[src/rtl/core/x86md_pkg.sv]
// ----------------------------------------------------------------------------
// x86md_pkg: shared types and constants of the multiply/divide unit
// Holds the operation codes, the cell count and the record that moves
// from one cell of the row to the next.
// ----------------------------------------------------------------------------
package x86md_pkg;

  localparam int unsigned NumCells = 16;
  localparam int unsigned StepW    = 5;

  typedef enum logic [1:0] {
    OP_MUL  = 2'd0,
    OP_IMUL = 2'd1,
    OP_DIV  = 2'd2,
    OP_IDIV = 2'd3
  } op_t;

  // One in-flight item as it travels along the row.
  typedef struct packed {
    logic        vld;
    logic        is_div;
    logic        sgn;
    logic        word;
    logic [15:0] ax;
    logic [15:0] dx;
    logic [31:0] prod;
    logic [31:0] mcand;
    logic [15:0] mplier;
    logic [31:0] rem;
    logic [15:0] quo;
    logic [15:0] dvs;
    logic        neg_q;
    logic        neg_r;
    logic        zero_dvs;
  } md_beat_t;

endpackage

[src/rtl/core/x86md_cell.sv]
// ----------------------------------------------------------------------------
// x86md_cell: one step of the multiply/divide row
// Retires one multiplier bit by shift-and-add or one quotient bit by
// restoring subtraction, then registers the record for the next cell.
// ----------------------------------------------------------------------------
module x86md_cell (
  input  logic                       clk,
  input  logic                       rst_n,
  input  logic                       en,
  input  logic [x86md_pkg::StepW-1:0] step,
  input  x86md_pkg::md_beat_t        beat_i,
  output x86md_pkg::md_beat_t        beat_o
);

  x86md_pkg::md_beat_t beat_r;
  x86md_pkg::md_beat_t beat_nxt;
  logic [31:0]         shifted;
  logic [32:0]         diff;
  logic [4:0]          bit_idx;

  // Step k handles multiplier bit k, or quotient bit (15 - k).
  always_comb begin
    beat_nxt = beat_i;
    bit_idx  = 5'd15 - step;
    shifted  = beat_i.mcand << step;
    diff     = 33'd0;
    if (beat_i.is_div) begin
      diff = {1'b0, beat_i.rem} - ({17'd0, beat_i.dvs} << bit_idx);
      if (!diff[32]) begin
        beat_nxt.rem = diff[31:0];
        beat_nxt.quo[bit_idx[3:0]] = 1'b1;
      end
    end else if (beat_i.mplier[step[3:0]]) begin
      beat_nxt.prod = beat_i.prod + shifted;
    end
  end

  always_ff @(posedge clk) begin
    if (!rst_n) begin
      beat_r.vld <= 1'b0;
    end else if (en) begin
      beat_r <= beat_nxt;
    end
  end

  assign beat_o = beat_r;

endmodule

[src/rtl/core/x86_multiply_divide_unit.sv]
// ----------------------------------------------------------------------------
// x86_multiply_divide_unit: 8086 MUL, IMUL, DIV and IDIV at byte or word width
// Pipeline: an input beat reaches the result through the entry stage, sixteen
// cells and the result stage. Throughput: one beat per cycle; the whole row
// advances together and stalls only while the result beat waits.
// Reset: synchronous active-low rst_n clears every valid bit; no payload reset.
// ----------------------------------------------------------------------------
module x86_multiply_divide_unit (
  input  logic        clk,
  input  logic        rst_n,
  input  logic        in_valid,
  output logic        in_ready,
  input  logic [1:0]  in_mode,
  input  logic        in_word_size,
  input  logic [15:0] in_operand,
  input  logic [15:0] in_acc_low_in,
  input  logic [15:0] in_acc_high_in,
  output logic        out_valid,
  input  logic        out_ready,
  output logic [15:0] out_acc_low_out,
  output logic [15:0] out_acc_high_out,
  output logic        out_carry_overflow,
  output logic        out_divide_error
);

  localparam int unsigned N = x86md_pkg::NumCells;

  x86md_pkg::md_beat_t row [N+1];
  x86md_pkg::md_beat_t entry_r, entry_nxt;
  logic                adv;
  x86md_pkg::op_t      op;

  logic        o_vld_r;
  logic [15:0] o_ax_r, o_dx_r, o_ax_nxt, o_dx_nxt;
  logic        o_cf_r, o_err_r, o_cf_nxt, o_err_nxt;

  assign adv      = !o_vld_r || out_ready;
  assign in_ready = adv;
  assign op       = x86md_pkg::op_t'(in_mode);

  // Operand preparation: magnitudes for division, a 32-bit multiplicand (sign-extended for IMUL) for multiply.
  always_comb begin
    logic        sgn;
    logic [31:0] num, numa;
    logic [15:0] den, dena;
    logic        nneg, dneg;
    sgn  = (op == x86md_pkg::OP_IMUL) || (op == x86md_pkg::OP_IDIV);
    num  = in_word_size ? {in_acc_high_in, in_acc_low_in} : {16'd0, in_acc_low_in};
    den  = in_word_size ? in_operand : {8'd0, in_operand[7:0]};
    nneg = sgn && (in_word_size ? num[31] : num[15]);
    dneg = sgn && (in_word_size ? den[15] : den[7]);
    numa = nneg ? (in_word_size ? (32'd0 - num) : {16'd0, 16'd0 - num[15:0]}) : num;
    dena = dneg ? (in_word_size ? (16'd0 - den) : {8'd0, 8'd0 - den[7:0]}) : den;
    entry_nxt          = '0;
    entry_nxt.vld      = in_valid;
    entry_nxt.is_div   = in_mode[1];
    entry_nxt.sgn      = sgn;
    entry_nxt.word     = in_word_size;
    entry_nxt.ax       = in_acc_low_in;
    entry_nxt.dx       = in_acc_high_in;
    entry_nxt.rem      = numa;
    entry_nxt.dvs      = dena;
    entry_nxt.neg_q    = nneg ^ dneg;
    entry_nxt.neg_r    = nneg;
    entry_nxt.zero_dvs = (den == 16'd0);
    if (in_word_size) begin
      entry_nxt.mcand  = sgn ? {{16{in_acc_low_in[15]}}, in_acc_low_in}
                             : {16'd0, in_acc_low_in};
      entry_nxt.mplier = in_operand;
    end else begin
      entry_nxt.mcand  = sgn ? {{24{in_acc_low_in[7]}}, in_acc_low_in[7:0]}
                             : {24'd0, in_acc_low_in[7:0]};
      entry_nxt.mplier = {8'd0, in_operand[7:0]};
    end
  end

  always_ff @(posedge clk) begin
    if (!rst_n) begin
      entry_r.vld <= 1'b0;
    end else if (adv) begin
      entry_r <= entry_nxt;
    end
  end

  assign row[0] = entry_r;

  for (genvar k = 0; k < N; k++) begin : g_cell
    x86md_cell u_cell (
      .clk    (clk),
      .rst_n  (rst_n),
      .en     (adv),
      .step   (x86md_pkg::StepW'(k)),
      .beat_i (row[k]),
      .beat_o (row[k+1])
    );
  end

  // Finish: signed multiply correction, sign fix-up, range checks.
  always_comb begin
    x86md_pkg::md_beat_t b;
    logic [31:0] p;
    logic [15:0] q, r;
    logic        ovf;
    logic        big;
    b = row[N];
    p = b.prod;
    // Signed multiplier with top bit set: subtract multiplicand at twice that bit's weight.
    if (b.sgn && !b.is_div) begin
      if (b.word && b.mplier[15]) p = p - (b.mcand << 16);
      if (!b.word && b.mplier[7]) p = p - (b.mcand << 8);
    end
    q = b.neg_q ? (16'd0 - b.quo) : b.quo;
    r = b.neg_r ? (16'd0 - b.rem[15:0]) : b.rem[15:0];
    // A remainder left at or above the divisor means the quotient needs more
    // than sixteen bits.
    big = (b.rem >= {16'd0, b.dvs});
    if (b.sgn) begin
      ovf = b.word ? (big || (b.neg_q ? (b.quo > 16'h8000) : b.quo[15]))
                   : ((b.quo[15:8] != 8'd0) || (b.neg_q ? (b.quo[7:0] > 8'h80)
                                                         : b.quo[7]));
    end else begin
      ovf = b.word ? big : (b.quo[15:8] != 8'd0);
    end
    o_ax_nxt  = b.ax;
    o_dx_nxt  = b.dx;
    o_cf_nxt  = 1'b0;
    o_err_nxt = 1'b0;
    if (!b.is_div) begin
      if (b.word) begin
        o_ax_nxt = p[15:0];
        o_dx_nxt = p[31:16];
        o_cf_nxt = b.sgn ? (p[31:16] != {16{p[15]}}) : (p[31:16] != 16'd0);
      end else begin
        o_ax_nxt = p[15:0];
        o_cf_nxt = b.sgn ? (p[15:8] != {8{p[7]}}) : (p[15:8] != 8'd0);
      end
    end else if (b.zero_dvs || ovf) begin
      o_err_nxt = 1'b1;
    end else if (b.word) begin
      o_ax_nxt = q;
      o_dx_nxt = r;
    end else begin
      o_ax_nxt = {r[7:0], q[7:0]};
    end
  end

  always_ff @(posedge clk) begin
    if (!rst_n) begin
      o_vld_r <= 1'b0;
    end else if (adv) begin
      o_vld_r <= row[N].vld;
    end
  end

  always_ff @(posedge clk) begin
    if (adv) begin
      o_ax_r  <= o_ax_nxt;
      o_dx_r  <= o_dx_nxt;
      o_cf_r  <= o_cf_nxt;
      o_err_r <= o_err_nxt;
    end
  end

  assign out_valid          = o_vld_r;
  assign out_acc_low_out    = o_ax_r;
  assign out_acc_high_out   = o_dx_r;
  assign out_carry_overflow = o_cf_r;
  assign out_divide_error   = o_err_r;

  a_ready_follows_out : assert property (@(posedge clk) disable iff (!rst_n)
    in_ready == (!out_valid || out_ready))
    else $error("in_ready does not follow the result stage");
  a_err_no_cf : assert property (@(posedge clk) disable iff (!rst_n)
    out_valid |-> !(out_divide_error && out_carry_overflow))
    else $error("divide error and carry both set");
  a_stall_hold : assert property (@(posedge clk) disable iff (!rst_n)
    (out_valid && !out_ready) |=> $stable(out_acc_low_out) && out_valid)
    else $error("result changed while stalled");

endmodule
[config.mk]
export PLATFORM = sky130hd
export DESIGN_NAME = x86_multiply_divide_unit
export DESIGN_NICKNAME = d
export VERILOG_FILES = /design/src/rtl/core/x86md_pkg.sv /design/src/rtl/core/x86md_cell.sv /design/src/rtl/core/x86_multiply_divide_unit.sv
export SDC_FILE = /design/constraint.sdc
export NUM_CORES = 2
export LEC_CHECK = 0
export ABC_AREA = 1
export BUFFER_PORTS_ARGS = -buffer_cell sky130_fd_sc_hd__buf_4
export CORE_MARGIN = 1
export CORE_UTILIZATION = 45
export CTS_CLUSTER_SIZE = 40
export DETAILED_ROUTE_END_ITERATION = 10
export SLEW_MARGIN = 20
export SYNTH_ARGS = -nofsm -noshare
export SYNTH_HDL_FRONTEND = slang
export SYNTH_SLANG_ARGS = --single-unit
export TNS_END_PERCENT = 20
[constraint.sdc]
create_clock -name clk -period 211.8 [get_ports clk]
set_input_delay 21.18 -clock clk [delete_from_list [all_inputs] [get_ports clk]]
set_output_delay 21.18 -clock clk [all_outputs]
set_load 0.005 [all_outputs]
* After elaboration in Yosys (flattened, before gate mapping) *
Cells that the tools add are included.

storage, ports and cells
  register bits = 2,998
  bits of input ports = 55
  output and inout bits = 36
  word-level logic and storage cells = 421

cells by class
  add/sub/neg operators = 39
  order comparisons = 3
  equal/unequal tests = 4
  mux-type cells = 95
  bitwise gates (word level) = 2
  reductions and logical operators = 19

operator list
  cell                                                                  count
  48-bit two-way mux                                                    33
  32-bit two-way mux                                                    39
  32-bit adder                                                          15
  16-bit two-way mux                                                    12
  1-bit by 16-bit subtractor with 16-bit output (first input constant)  4
  32-bit subtractor                                                     2
  32-bit by 16-bit subtractor with 33-bit output                        1
  32-bit by 17-bit subtractor with 33-bit output                        1
  32-bit by 18-bit subtractor with 33-bit output                        1
  32-bit by 19-bit subtractor with 33-bit output                        1
  32-bit by 20-bit subtractor with 33-bit output                        1
  32-bit by 21-bit subtractor with 33-bit output                        1
  32-bit by 22-bit subtractor with 33-bit output                        1
  32-bit by 23-bit subtractor with 33-bit output                        1
  32-bit by 24-bit subtractor with 33-bit output                        1
  32-bit by 25-bit subtractor with 33-bit output                        1
  32-bit by 26-bit subtractor with 33-bit output                        1
  32-bit by 27-bit subtractor with 33-bit output                        1
  32-bit by 28-bit subtractor with 33-bit output                        1
  32-bit by 29-bit subtractor with 33-bit output                        1
  32-bit by 30-bit subtractor with 33-bit output                        1
  32-bit by 31-bit subtractor with 33-bit output                        1
  32-bit by 16-bit >= comparator with 1-bit output                      1
  1-bit by 32-bit subtractor with 32-bit output (first input constant)  1
  other kinds (18)                                                      39

* Logic depth before layout (Yosys ltp) *
  depth in word-level cells = 9
  mapped depth = 32

* Cells and area by module *
A second synthesis with hierarchy kept.

unflattened totals
  cell total of the unflattened synthesis = 31,895
  area, all modules = 229,390.0 um^2

modules (own cells, without submodules)
  module                              times used  cells an instance  area an instance (um^2)  sequential area each (um^2)
  x86md_cell (g_cell[15].u_cell ...)  7           1,905              13,638.1                 5,485.3
  x86md_cell (g_cell[10].u_cell ...)  4           1,888              13,588.0                 5,485.3
  x86md_cell (g_cell[14].u_cell)      1           1,889              13,666.9                 5,485.3
  x86md_cell (g_cell[9].u_cell)       1           1,890              13,633.1                 5,485.3
  x86md_cell (g_cell[0].u_cell)       1           1,889              13,629.3                 5,485.3
  x86md_cell (g_cell[5].u_cell)       1           1,889              13,624.3                 5,485.3
  x86md_cell (g_cell[6].u_cell)       1           1,887              13,546.7                 5,485.3
  x86_multiply_divide_unit            1           1,564              11,471.0                 4,334.2

* Worst setup path before layout *
No wires, ideal clock.

  kind = input-to-reg
  start = input out_ready
  end = register entry_r[0] (netlist bit) (enable)
  arrival time = 119.723 ns
  required time = 206.593 ns
  path slack = 86.870 ns
  stages = 4
  buffers on the path = 2
  path through = nor2_1 clkbuf_1 clkbuf_1 nor2_1

on the way
  longest elaborated chain between the ends = 2

RTL lines
  element                               line                            text
  from (decl)                           x86_multiply_divide_unit.sv:19  input logic out_ready,
  1-bit logical OR                      x86_multiply_divide_unit.sv:37  assign adv = !o_vld_r || out_ready;
  2-bit AND reduction (no source line)  n/a
  to (signal assigned)                  x86_multiply_divide_unit.sv:81  entry_r <= entry_nxt;
  to (decl)                             x86_multiply_divide_unit.sv:29  x86md_pkg::md_beat_t entry_r, entry_nxt;

No other way between the ends.
A chain may end at the register's enable or synchronous reset.

* Worst setup path after layout *
  start = input out_ready
  end = output in_ready

on the way
  longest elaborated chain between the ends = 1

RTL lines
  element           line                            text
  1-bit logical OR  x86_multiply_divide_unit.sv:37
  to (decl)         x86_multiply_divide_unit.sv:12  output logic in_ready,

No other way between the ends.

==> impl_metrics.py <==
metrics = {
    "clock_network": {
        "cts_buffer_depth": 4,
        "postCtsResizedCells": 0,
        "hold_buffers": 0,
        "cts_buffers": 278,
        "clock_sinks": 2429,
        "cts-root-buf": "clkbuf_16",
        "cts_max_level": 5,
        "cts.clk_slew.worst_paths_ps": 60,
        "postCtsSetupBuffers": 0,
        "cts_tree": "yes",
        "clk_latency_ps": 840,
    },
    "route": {
        "met3_length_um": 9170,
        "dr_wl_met2_um": 130000,
        "top_layer": "met5",
        "dr_total_vias": 76200,
        "drt-total-wl_um": 267000,
        "first_iter_violations": 4796,
        "wl_met1_um": 117000,
        "drt_pass1_iterations": 6,
        "drc": 0,
        "ant_nets": 0,
        "post_drt_wl_per_cell_um": 18.0,
        "via_per_inst": 5.14,
    },
    "timing": {
        "min_period_over_period_pct": 20.6,
        "rsz0062_at_grt": "false",
        "hold_viol_final": 0,
        "fmax_ghz": 0.0229,
        "final_max_slew_viol_count": 0,
        "fin_crit_ps": 43640,
        "setup_viol": 0,
        "worst_slew_pin_slew_ps": 1100,
        "relSlewSlack_pct": 25.9,
        "setup_tns_ps": 0,
        "clock_skew_ps": 62.3,
    },
    "pwr": {
        "p_int_mw": 0.948,
        "cellPowerDensity_nw_per_um2": 9.86,
        "power.leakage_nw": 53.4,
        "comb_power_share_pct": 17.6,
        "swShare_pct": 27.4,
        "power.share.clock_pct": 35.7,
        "power.switching_mw": 0.358,
        "pwr-share-seq_pct": 46.6,
        "ir_drop_uv": 6.59,
    },
    "global_route": {
        "grt_pass1_vias": 75300,
        "grt_max_degree": 187,
        "grtUsageTotal_pct": 19.7,
        "grt_overflow_total": 0,
        "grt_pass1_wl_um": 414000,
        "antenna_found_initial": 6,
    },
    "synth": {
        "synth_flop_cell": "edfxtp_1",
        "avgSynthCellArea_um2": 11.0,
        "syn-num-nets": 11600,
        "ys_seq_area_share_pct": 61.2,
        "synth_area_um2": 119000,
        "synth.top_cells.by_area": "edfxtp_1 (61%), ha_1 (6.8%), nand2_1 (6.6%)",
        "yosysTopAreaCell": "edfxtp_1",
        "syn_inst": 10800,
        "synth_enable_flop_cells": 2411,
        "ys_ff_latch": 2429,
        "ys_warn_count": 0,
        "netlist.area_leader.share_pct": 60.9,
        "synth.distinct_cells": 77,
        "synth_common_cells": "edfxtp_1 (2411), nand2_1 (2094), inv_1 (1221), o21ai_0 (790), a21oi_1 (779)",
        "synthArstFlopShare_pct": 0,
        "synth.most_common_cell": "edfxtp_1",
    },
    "floorplanning": {
        "die_h_um": 516,
        "core_area_um2": 263000,
        "boundaryPins": 91,
        "die_area_um2": 266000,
        "rows": 188,
        "start_util_pct": 45.3,
        "fp.dieW_um": 516,
    },
    "worst_setup_path": {
        "worstPathRequired_ps": 190620,
        "crit_path_start_kind": "primary input",
        "endpoint_kind": "primary output",
        "worstPathArrival_ps": 22460,
        "path_max_fanout": 46,
        "criticalPathCategory": "primary input to primary output",
    },
    "cells_and_area": {
        "drive_gt1_share_pct": 6.45,
        "fin_util_pct": 50.5,
        "multi_input_area_um2": 40700,
        "regArea_um2": 72800,
        "stdcell_count": 14800,
        "area.growth.synth_to_final_pct": 11.6,
        "fill_cells": 23100,
        "nets": 11800,
    },
    "hold_path": {
        "hp-class": "flip-flop to flip-flop",
    },
    "placement": {
        "dp_cells": 14300,
        "dp_hpwl_um": 204000,
        "port_buffers": 90,
        "gp_congestion": 0.923,
    },
    "flow_run": {
        "max_cap_violations": 0,
    },
    "run_status": {
        "status": "completed",
    },
}
[power by group through the flow]
stage          registers, mW  clock network (mW)  logic (mW)
4_1_cts                0.610               0.481       0.230
6_report               0.609               0.467       0.230
3_3_place_gp           0.619                   0       0.224
2_1_floorplan          0.686                   0       0.174
3_5_place_dp           0.620                   0       0.229
5_1_grt                0.613               0.497       0.260
[sequential cells by signal, summed over array words and instances, names as in the netlist]
name                  flops
entry_r                 110
g_cell.u_cell.beat_o   2284
out_acc_high_out         16
out_acc_low_out          16
out_carry_overflow        1
out_divide_error          1
out_valid                 1
[path summary, 6_finish.rpt]
path / start / endpoint / slack [ps] / depth (start not counted)
setup / recovery: out_ready / in_ready / 168160 / 6
hold reg to reg: g_cell[1].u_cell.beat_o[37] / g_cell[2].u_cell.beat_o[37] / 380 / 0
setup reg to reg: out_valid / g_cell[2].u_cell.beat_o[48] / 204090 / 11
hold / removal: g_cell[1].u_cell.beat_o[37] / g_cell[2].u_cell.beat_o[37] / 380 / 0
[stage by stage]
step	total power, mW	hold slack, ps	instance area [um2]	worst slack [ps]
final	1.31	381	133000	168160
after global routing	1.37	390	133000	168000
after CTS	1.32	377	133000	168130
after detailed placement	0.849	405	124000	168140
after global placement	0.843	401	124000	168150
after floorplan	0.861	400	119000	86870
[cell type report]
class	count	area share (%)
flip-flops and latches	2429	54.9
multi-input cells	7000	30.7
clock buffers	336	5.47
inverters	1240	3.51
well taps	3515	3.32
clock inverters	151	1.23
repair buffers	143	0.860
diodes	4	0.00755
[worst max-delay path, stage by stage]
cell and delay (ps):
buf_4 100, nor2_1 100, buf_4 240, clkinv_1 230, buf_4 350, buf_4 220
[metal layers]
layer	track usage (%)	vias up
met2	34.3	1469
li1	-	38500
met1	25.1	35800
met3	2.29	494
met4	7.68	2
met5	0	-
[layout by cell type, fill, tap and decap left out, drive strengths merged, types with 8 or more instances in the layout]
cell type,instances
ha,646
mux2i,15
xor2,277
nand4,108
nor4,50
xnor2,306
nand2,2116
dfxtp,18
clkbuf,336
o211ai,52
or2,80
o21ai,903
clkinv,108
o21a,24
clkinvlp,10
inv,1243
nor2,757
nand3,425
o21bai,40
buf,143
nand3b,19
fa,33
a211oi,17
and3,15
o2111ai,8
nor3,121
a21o,27
nor3b,8
a31o,8
a21boi,34
a31oi,65
a21oi,790
o31ai,24
edfxtp,2411
bufinv,30
[kinds of logic (layout without fill, tap and decap cells)]
kind of cell | Yosys count | after routing | share of synthesized area (%)
DFF | 2429 | 2429 | 61.2
muxes | 15 | 15 | 0.126
adders and majority gates | 679 | 679 | 7.36
other | 0 | 4 | 0
buffers and inverters | 1394 | 1870 | 4.52
and+or+nand+nor | 3707 | 3707 | 13.1
xor gates and xnor gates | 583 | 583 | 4.30
AOI/OAI and AO/OA | 2016 | 2016 | 9.34
Note: power is estimated with default switching activity, not from simulation.
